[config.mk]
export PLATFORM = sky130hd
export DESIGN_NAME = key_debounce_click_detector_top
export DESIGN_NICKNAME = d
export VERILOG_FILES = /design/src/kdcd_pkg.sv /design/src/key_debounce_click_detector_top.sv
export SDC_FILE = /design/constraint.sdc
export NUM_CORES = 1
export LEC_CHECK = 0
export BUFFER_PORTS_ARGS = -buffer_cell sky130_fd_sc_hd__buf_2
export CAP_MARGIN = 10
export CELL_PAD_IN_SITES_DETAIL_PLACEMENT = 1
export CELL_PAD_IN_SITES_GLOBAL_PLACEMENT = 2
export CORE_MARGIN = 1.5
export CORE_UTILIZATION = 39
export CTS_BUF_LIST = sky130_fd_sc_hd__clkbuf_4 sky130_fd_sc_hd__clkbuf_8
export DETAILED_ROUTE_END_ITERATION = 16
export GPL_ROUTABILITY_DRIVEN = 0
export MAX_ROUTING_LAYER = met4
export PLACE_DENSITY_LB_ADDON = 0.08
export REMOVE_ABC_BUFFERS = 1
export SYNTH_ARGS = -nofsm -noshare
export SYNTH_HDL_FRONTEND = slang
export SYNTH_SLANG_ARGS = --single-unit
export TNS_END_PERCENT = 10
[constraint.sdc]
create_clock -name clk -period 6.7 [get_ports clk]
set_input_delay 0.67 -clock clk [delete_from_list [all_inputs] [get_ports clk]]
set_output_delay 0.67 -clock clk [all_outputs]
set_load 0.005 [all_outputs]
[src/kdcd_pkg.sv]
// ----------------------------------------------------------------------------
// kdcd_pkg
// Shared types and constants for the key debounce and click detector.
// ----------------------------------------------------------------------------
package kdcd_pkg;

  // Number of keys handled in parallel, and the width of the raw level field
  localparam int KEYS  = 6;
  localparam int RAW_W = 6;

  // Field widths
  localparam int FLAG_W  = 6;
  localparam int SEL_W   = 3;
  localparam int DEB_W   = 8;
  localparam int TIMER_W = 16;
  localparam int CFG_IDX_W  = 2;
  localparam int CFG_DATA_W = 16;

  // Flag bit positions
  localparam int FLAG_HOLD   = 0;
  localparam int FLAG_DOWN   = 1;
  localparam int FLAG_UP     = 2;
  localparam int FLAG_SINGLE = 3;
  localparam int FLAG_DOUBLE = 4;
  localparam int FLAG_LONG   = 5;

  // Command codes
  localparam logic CMD_TICK  = 1'b0;
  localparam logic CMD_CHECK = 1'b1;

  // Configuration register indexes
  localparam logic [CFG_IDX_W-1:0] CFG_DEBOUNCE = 2'd0;
  localparam logic [CFG_IDX_W-1:0] CFG_LONG     = 2'd1;
  localparam logic [CFG_IDX_W-1:0] CFG_DOUBLE   = 2'd2;

  // Reset values of the configuration registers
  localparam logic [DEB_W-1:0]   DEBOUNCE_RESET = 8'd10;
  localparam logic [TIMER_W-1:0] LONG_RESET     = 16'd1000;
  localparam logic [TIMER_W-1:0] DOUBLE_RESET   = 16'd300;

  // Per-key press stage
  typedef enum logic [4:0] {
    ST_IDLE    = 5'b00001,
    ST_PRESSED = 5'b00010,
    ST_WAIT    = 5'b00100,
    ST_DOUBLE  = 5'b01000,
    ST_LONG    = 5'b10000
  } stage_t;

  // One result beat
  typedef struct packed {
    logic              hit;
    logic [FLAG_W-1:0] key_flags;
    logic [RAW_W-1:0]  stable_keys;
  } result_t;

endpackage

[src/key_debounce_click_detector_top.sv]
// ----------------------------------------------------------------------------
// key_debounce_click_detector_top
// Multi-key debounce with hold/down/up flags and single, double and long
// press detection; check beats test and clear one key's sticky flags.
// ----------------------------------------------------------------------------
// Usage:
//   Input channel (in_valid / in_stall): command 0 is a tick carrying the raw
//   key levels in raw_keys; command 1 checks key key_select against flag_mask
//   and clears the masked flags that were set.
//   Output channel (out_valid / out_stall): one result beat per input beat,
//   in order: hit, key_flags and the debounced stable_keys after the beat.
//   Config channel (cfg_valid / cfg_ready): cfg_ready is always high; index
//   0 debounce ticks, 1 long press ticks, 2 double click window; others are
//   ignored. Write only while idle.
//   Results are registered: shown the cycle after the beat is taken, behind any waiting result.
//   Throughput: one beat per cycle while in_stall is low; all per-key state
//   updates in the cycle of acceptance, set by the single pass of per-key logic.
//   A two-entry result buffer parts the channels: input keeps flowing while
//   one result waits; in_stall rises only when both entries are full.
//   Reset (rst, synchronous) clears all key state and the buffer and loads
//   the register defaults (10, 1000, 300). No clearing pass is needed.
// ----------------------------------------------------------------------------
module key_debounce_click_detector_top import kdcd_pkg::*; (
  input  logic                  clk,
  input  logic                  rst,
  // input channel
  input  logic                  in_valid,
  output logic                  in_stall,
  input  logic                  command,
  input  logic [RAW_W-1:0]      raw_keys,
  input  logic [SEL_W-1:0]      key_select,
  input  logic [FLAG_W-1:0]     flag_mask,
  // output channel
  output logic                  out_valid,
  input  logic                  out_stall,
  output logic                  hit,
  output logic [FLAG_W-1:0]     key_flags,
  output logic [RAW_W-1:0]      stable_keys,
  // configuration channel
  input  logic                  cfg_valid,
  output logic                  cfg_ready,
  input  logic [CFG_IDX_W-1:0]  cfg_index,
  input  logic [CFG_DATA_W-1:0] cfg_data
);

  // Configuration registers
  logic [DEB_W-1:0]   debounce_ticks;
  logic [TIMER_W-1:0] long_press_ticks;
  logic [TIMER_W-1:0] double_click_ticks;

  // Per-key state
  stage_t             stage [KEYS];
  logic [TIMER_W-1:0] timer [KEYS];
  logic [KEYS-1:0]    stable_level;
  logic [DEB_W-1:0]   disagree [KEYS];
  logic [FLAG_W-1:0]  flags [KEYS];

  stage_t             stage_next [KEYS];
  logic [TIMER_W-1:0] timer_next [KEYS];
  logic [KEYS-1:0]    stable_level_next;
  logic [DEB_W-1:0]   disagree_next [KEYS];
  logic [FLAG_W-1:0]  flags_next [KEYS];

  // Result buffer
  result_t            rbuf [2];
  logic               wr_ptr;
  logic               rd_ptr;
  logic [1:0]         count;
  result_t            res_next;

  logic               push;
  logic               pop;
  logic [KEYS-1:0]    raw_ext;
  logic               sel_ok;

  assign cfg_ready = 1'b1;
  assign in_stall  = (count == 2'd2);
  assign out_valid = (count != 2'd0);
  assign push      = in_valid && !in_stall;
  assign pop       = out_valid && !out_stall;
  assign raw_ext   = KEYS'(raw_keys);
  assign sel_ok    = (32'(key_select) < KEYS);

  // Configuration writes
  always_ff @(posedge clk) begin
    if (rst) begin
      debounce_ticks     <= DEBOUNCE_RESET;
      long_press_ticks   <= LONG_RESET;
      double_click_ticks <= DOUBLE_RESET;
    end else if (cfg_valid && cfg_ready) begin
      unique case (cfg_index)
        CFG_DEBOUNCE: debounce_ticks     <= cfg_data[DEB_W-1:0];
        CFG_LONG:     long_press_ticks   <= cfg_data[TIMER_W-1:0];
        CFG_DOUBLE:   double_click_ticks <= cfg_data[TIMER_W-1:0];
        default:      ;
      endcase
    end
  end

  // Per-key next state: tick or check, one pass
  always_comb begin
    logic [TIMER_W-1:0] tdec;
    logic [DEB_W-1:0]   cinc;
    logic               lvl;
    logic               pressed;
    logic [FLAG_W-1:0]  f;
    for (int k = 0; k < KEYS; k++) begin
      stage_next[k]        = stage[k];
      timer_next[k]        = timer[k];
      stable_level_next[k] = stable_level[k];
      disagree_next[k]     = disagree[k];
      flags_next[k]        = flags[k];
      tdec    = (timer[k] != '0) ? timer[k] - 1'b1 : timer[k];
      cinc    = disagree[k] + 1'b1;
      lvl     = raw_ext[k];
      pressed = stable_level[k];
      f       = flags[k];
      if (command == CMD_TICK) begin
        // debounce
        timer_next[k] = tdec;
        if (lvl == stable_level[k]) begin
          disagree_next[k] = '0;
        end else if (cinc >= debounce_ticks) begin
          pressed          = lvl;
          disagree_next[k] = '0;
        end else begin
          disagree_next[k] = cinc;
        end
        stable_level_next[k] = pressed;
        // level flags
        f[FLAG_HOLD] = pressed;
        if (pressed && !stable_level[k]) begin
          f[FLAG_DOWN] = 1'b1;
        end else if (!pressed && stable_level[k]) begin
          f[FLAG_UP] = 1'b1;
        end
        // press stage machine
        unique case (stage[k])
          ST_IDLE: begin
            if (pressed) begin
              stage_next[k] = ST_PRESSED;
              timer_next[k] = long_press_ticks;
            end
          end
          ST_PRESSED: begin
            if (!pressed) begin
              stage_next[k] = ST_WAIT;
              timer_next[k] = double_click_ticks;
            end else if (tdec == '0) begin
              f[FLAG_LONG]  = 1'b1;
              stage_next[k] = ST_LONG;
            end
          end
          ST_WAIT: begin
            if (tdec == '0) begin
              f[FLAG_SINGLE] = 1'b1;
              stage_next[k]  = ST_IDLE;
            end else if (pressed) begin
              f[FLAG_DOUBLE] = 1'b1;
              stage_next[k]  = ST_DOUBLE;
            end
          end
          ST_DOUBLE, ST_LONG: begin
            if (!pressed) begin
              stage_next[k] = ST_IDLE;
            end
          end
          default: stage_next[k] = ST_IDLE;
        endcase
        flags_next[k] = f;
      end else if (sel_ok && (32'(key_select) == k) && ((flags[k] & flag_mask) != '0)) begin
        // check hit: clear the masked flags
        flags_next[k] = flags[k] & ~flag_mask;
      end
    end
  end

  // Result of the beat being taken
  always_comb begin
    res_next.hit         = 1'b0;
    res_next.key_flags   = '0;
    res_next.stable_keys = RAW_W'(stable_level_next);
    if ((command == CMD_CHECK) && sel_ok) begin
      res_next.hit       = (flags[key_select] & flag_mask) != '0;
      res_next.key_flags = flags_next[key_select];
    end
  end

  // Key state registers
  always_ff @(posedge clk) begin
    if (rst) begin
      stable_level <= '0;
      for (int k = 0; k < KEYS; k++) begin
        stage[k]    <= ST_IDLE;
        timer[k]    <= '0;
        disagree[k] <= '0;
        flags[k]    <= '0;
      end
    end else if (push) begin
      stable_level <= stable_level_next;
      for (int k = 0; k < KEYS; k++) begin
        stage[k]    <= stage_next[k];
        timer[k]    <= timer_next[k];
        disagree[k] <= disagree_next[k];
        flags[k]    <= flags_next[k];
      end
    end
  end

  // Result buffer pointers
  always_ff @(posedge clk) begin
    if (rst) begin
      wr_ptr <= 1'b0;
      rd_ptr <= 1'b0;
      count  <= 2'd0;
    end else begin
      if (push) wr_ptr <= !wr_ptr;
      if (pop)  rd_ptr <= !rd_ptr;
      count <= count + 2'(push) - 2'(pop);
    end
  end

  // Result buffer storage
  always_ff @(posedge clk) begin
    if (push) begin
      rbuf[wr_ptr] <= res_next;
    end
  end

  assign hit         = rbuf[rd_ptr].hit;
  assign key_flags   = rbuf[rd_ptr].key_flags;
  assign stable_keys = rbuf[rd_ptr].stable_keys;

`ifndef SYNTHESIS
  // buffer never overfills
  a_count_range: assert property (@(posedge clk) disable iff (rst) count != 2'd3)
    else $error("result buffer count out of range");

  // every taken beat leaves a result to deliver
  a_push_valid: assert property (@(posedge clk) disable iff (rst) push |=> out_valid)
    else $error("accepted beat produced no result");

  // a tick never reports a hit or flags
  a_tick_quiet: assert property (@(posedge clk) disable iff (rst)
    (push && command == CMD_TICK) |-> (!res_next.hit && res_next.key_flags == '0))
    else $error("tick produced check fields");

  // a hit always leaves the masked flags clear
  a_hit_clears: assert property (@(posedge clk) disable iff (rst)
    (push && res_next.hit) |-> ((res_next.key_flags & flag_mask) == '0))
    else $error("hit left masked flags set");
`endif

endmodule
# After elaboration in Yosys (flattened, before gate mapping)
# Memory sizes are Yosys's and may differ from the RTL's. A register that Yosys moved wholly into a read port is not among the register bits.
# Cells that the tools add are included.
# totals
word_cells	419
out_inout_bits	16
register_bits	50
latch_bits	0
memories	5
ram_bits	236
mem_bits_ro	0
# classes
div	0
order_cmp	8
n_mul	0
shift	0
n_reduce_logical	74
bitwise	39
add_sub_neg	14
n_eq_ne	44
mux	228
# mem_list
name	depth	word_bits	read_ports	rd_ports_with_merged_regs	wr	line	source
timer	6	16	6	0	6	key_debounce_click_detector_top.sv:53	logic [TIMER_W-1:0] timer [KEYS];
disagree	6	8	6	0	6	key_debounce_click_detector_top.sv:55	logic [DEB_W-1:0] disagree [KEYS];
flags	6	6	7	0	6	key_debounce_click_detector_top.sv:56	logic [FLAG_W-1:0] flags [KEYS];
stage	6	5	6	0	6	key_debounce_click_detector_top.sv:52	stage_t stage [KEYS];
rbuf	2	13	1	1	1	key_debounce_click_detector_top.sv:65	result_t rbuf [2];
# ops
operator	n
16-bit 2-to-1 mux	30
5-bit 2-to-1 mux	48
8-bit 2-to-1 mux	24
16-bit case mux with 2 select lines	6
6-bit 2-to-1 mux	20
5-bit case mux with 4 select lines	6
16-bit logical NOT	6
16-bit nonzero test	6
16-bit by 1-bit subtractor with 16-bit output, second input constant	6
1-bit 2-to-1 mux	86
6-bit AND	13
8-bit by 1-bit adder with 8-bit output, second input constant	6
8-bit >= comparator	6
6-bit nonzero test	7
5-bit by 1-bit equality test with 1-bit output, second input constant	6
5-bit by 2-bit equality test with 1-bit output, second input constant	6
5-bit by 3-bit equality test with 1-bit output, second input constant	6
5-bit by 4-bit equality test with 1-bit output, second input constant	6
5-bit equality test, second input constant	6
1-bit logical AND	27
1-bit bitwise OR	24
6-bit binary-select mux with 3-bit select	1
1-bit logical NOT	16
2-bit 2-to-1 mux	6
18 further kinds	33

# Depth between registers and ports, before layout
# An unclocked memory read counts as a cell.
# depth
depth_word	15
depth_mapped	14
mapped_depth_nobuf	13

# Worst setup path after synthesis
# OpenSTA, ideal clock, no wires.
# synth_path
path_kind	input to register
start	in in_valid
end	mem stage[1][0] (netlist bit), enable pin
stages	6
t_required_ps	6345
setup_time_ps	355
t_arrival_ps	4960
n_path_buf	0
setup_slack_ps	1386
cell_sequence	o21ai_1 nor2_1 nor2_1 inv_1 o31ai_1 a21oi_1
# synth_lines
element	line	source
start, declared	key_debounce_click_detector_top.sv:27	input logic in_valid,
end, declared	key_debounce_click_detector_top.sv:52	

==> impl_metrics.ini <==
[synthesis]
ys_ff_latch = 287
synth_edf_count = 236
synthCells = 2219
yosysSeqAreaShare_pct = 41.1
synth.distinct_cells = 107
synth_area_sq_um = 19700
avgSynthCellArea_sq_um = 8.90
ys_async_sr_fraction_pct = 0
ys_warn_count = 0
synth_ff_type = edfxtp_1

[die]
die-area_sq_um = 52000
rows = 82
start_util_pct = 39.4
core_region_area_sq_um = 50100
fp.dieH_um = 228
die_w_um = 228
num_io_pins = 55

[cts]
clock_sinks = 287
ctsResizeCount = 0
cts_root_buf = clkbuf_8
ctsHtreeMaxLevel = 2
cts_setup_buffers = 0
insertion_delay_ns = 0.69
cts_tree = built
clk_path_buf_depth = 3
cts_buffers = 56
cts-hold-fix-buffers = 0
cts.clk_slew.worst_paths_ns = 0.06

[place]
numPlacedInstances = 2852
port_buffers = 53
dp_hpwl_um = 49200

[setup_path]
cp.required_ns = 7.07
start_kind = flip-flop
r2r_start = disagree[4][0]
reg2regPathDepth = 12
critPathKind = reg -> reg
crit_fanout = 34
crit_path_end = rbuf[0][11]
arrival_ns = 5.22
reg2reg_to = rbuf[0][11]
crit_path_start = disagree[4][0]
cp-end-kind = flip-flop
rrSetupSlack_ns = 1.85

[global_route]
grtUsageMet2_pct = 43.1
met3_usage_pct = 3.95
grtUsageTotal_pct = 27.9
grt_pass1_vias = 18200
met1_usage_pct = 37.6
gr-total-overflow = 0
antenna_found_initial = 1
grt-busiest-layer = met2
grt_pass1_wl_um = 110000
grt_max_degree = 103

[job]
cap_violations = 0

[sta]
fmax_mhz = 206
rsz0062_at_grt = false
timing.slew.headroom_pct = 26.3
hold_violations = 0
tightest_slew_ns = 1.10
fin_setup_tns_ns = 0
drv_slew = 0
fin_crit_ns = 4.85
skew_ns = 0.0374
fin_crit_sh_pct = 72.5
finalSetupViolCount = 0

[cells_and_area]
final_cell_mix = 258 x nor2_1, 242 x nand2_1, 236 x edfxtp_1
syn2layout_area_growth_pct = 10.3
diodes = 0
num-nets-final = 2339
fill_cells = 5943
layoutNonFillerInstCount = 2958
final_common_cell = nor2_1
drive_gt1_share_pct = 11.1

[route]
first_pass_iters = 5
wire_per_inst_um = 24.0
wl_um = 70900
drc = 0
drt_iter0_drc = 1431
viasPerCell = 6.01
ant_nets = 0
vias = 17800

[power]
leakagePower_nw = 8.00
cellPowerDensity_nw_per_um2 = 286
vdd_drop_max_v = 0.000140

[status]
outcome = finished clean

[min_path]
min_path_type = in -> reg
[cells in the mapped netlist, drive strengths merged (11+ instances only)]
cell / n / area, sq um
xor2: 40 / 358
a21oi: 202 / 1010
clkbuf: 97 / 374
dfxtp: 51 / 1020
or4: 22 / 169
nor3b: 14 / 110
nand2b: 19 / 119
nor2b: 56 / 350
nand4: 11 / 83.8
nor2: 260 / 992
nand3b: 11 / 86.3
buf: 18 / 97.6
nand2: 243 / 920
o21ai: 99 / 495
xnor2: 48 / 420
inv: 63 / 236
nand3: 78 / 395
ha: 62 / 776
mux2: 32 / 360
and3: 12 / 75.1
edfxtp: 236 / 7090
o211ai: 34 / 255
nor3: 88 / 462
a22oi: 63 / 473
or3: 25 / 158
and2: 23 / 144
nor4: 34 / 231
o21a: 19 / 143
a31oi: 15 / 93.8
a211oi: 34 / 255
mux2i: 45 / 450
nor4b: 11 / 109
a211o: 12 / 106
[critical path, stage by stage, from the launching register on]
cell and delay, ns:
edfxtp_1 0.41, and3_1 0.17, nand3_1 0.12, xnor2_1 0.25, ha_1 0.29, a2111oi_0 0.57
nand2b_1 0.11, o211ai_1 0.76, mux2i_4 0.34, buf_4 0.39, nor3_1 0.15, a2111oi_0 0.76
a2111oi_1 0.21
[cell families (layout without fill, tap and decap cells)]
logic type      count (synthesis)  in the layout  synth area share (%)
flops                         287            287                  41.1
mux                            82             82                  4.68
xor+xnor                       88             88                  3.94
buf+inv                       179            246                  3.65
compound gates                577            577                  18.8
other cells                     1              1                0.0190
simple gates                  943            943                  23.9
fa+ha+maj                      62             62                  3.93
[report_power, final]
part | internal [mW] | switching (mW) | total, mW | leakage (nW)
clock | 1.01 | 0.848 | 1.86 | 0.626
sequential | 2.23 | 0.324 | 2.56 | 2.89
combinational | 0.689 | 1.11 | 1.80 | 4.48
total | 3.93 | 2.29 | 6.22 | 8.00
[per-stage QoR]
step | utilization, % | hold WS (ns) | cell area (sq um) | setup WS (ns) | power, mW
3_5_place_dp | 41.2 | 0.515 | 20600 | 2.04 | 4.37
2_1_floorplan | - | 0.481 | 19300 | 0.484 | 3.72
6_report | 43.5 | 0.248 | 21800 | 1.85 | 6.22
5_1_grt | 43.5 | 0.222 | 21800 | 1.76 | 6.57
4_1_cts | 43.5 | 0.199 | 21800 | 2.01 | 6.25
3_3_place_gp | 41.2 | 0.500 | 20600 | 2.07 | 4.31
[per-layer routing]
layer | share of wire [%] | vias to the layer above
li1 | - | 8336
met1 | 47 | 8861
met2 | 45 | 460
met3 | 5.3 | 117
met4 | 3.0 | 0
met5 | 0 | -
[cell type report]
cell class                 instances  area, sq um  area share [%]
sequential                       287         8110            37.2
clock inverter                    27          158           0.724
timing repair buffer              77          458            2.10
tap                              672          841            3.86
multi-input combinational       1753        11000            50.3
clock buffer                      79         1010            4.62
inverter                          63          241            1.11
[how the worst min path moves through the flow]
stage | startpoint | endpoint | slack (ns) | cells after the start
detailed placement | rd_ptr | rd_ptr | 0.51 | 2
CTS | cfg_data[13] | double_click_ticks[13] | 0.20 | 3
finish | cfg_data[8] | double_click_ticks[8] | 0.25 | 3
global placement | rd_ptr | rd_ptr | 0.50 | 2
global route | cfg_data[3] | long_press_ticks[3] | 0.22 | 3
floorplan | rd_ptr | flip-flop | 0.48 | 2
[state kept, by name, indices dropped and copies added, names as in the netlist, named ones only]
register and flops:
flags 36, long_press_ticks 16, stage 30, count 2, wr_ptr 1, stable_level 6
debounce_ticks 8, double_click_ticks 16, disagree 48, rbuf 26, rd_ptr 1, timer 96
(Power assumes the default switching activity.)
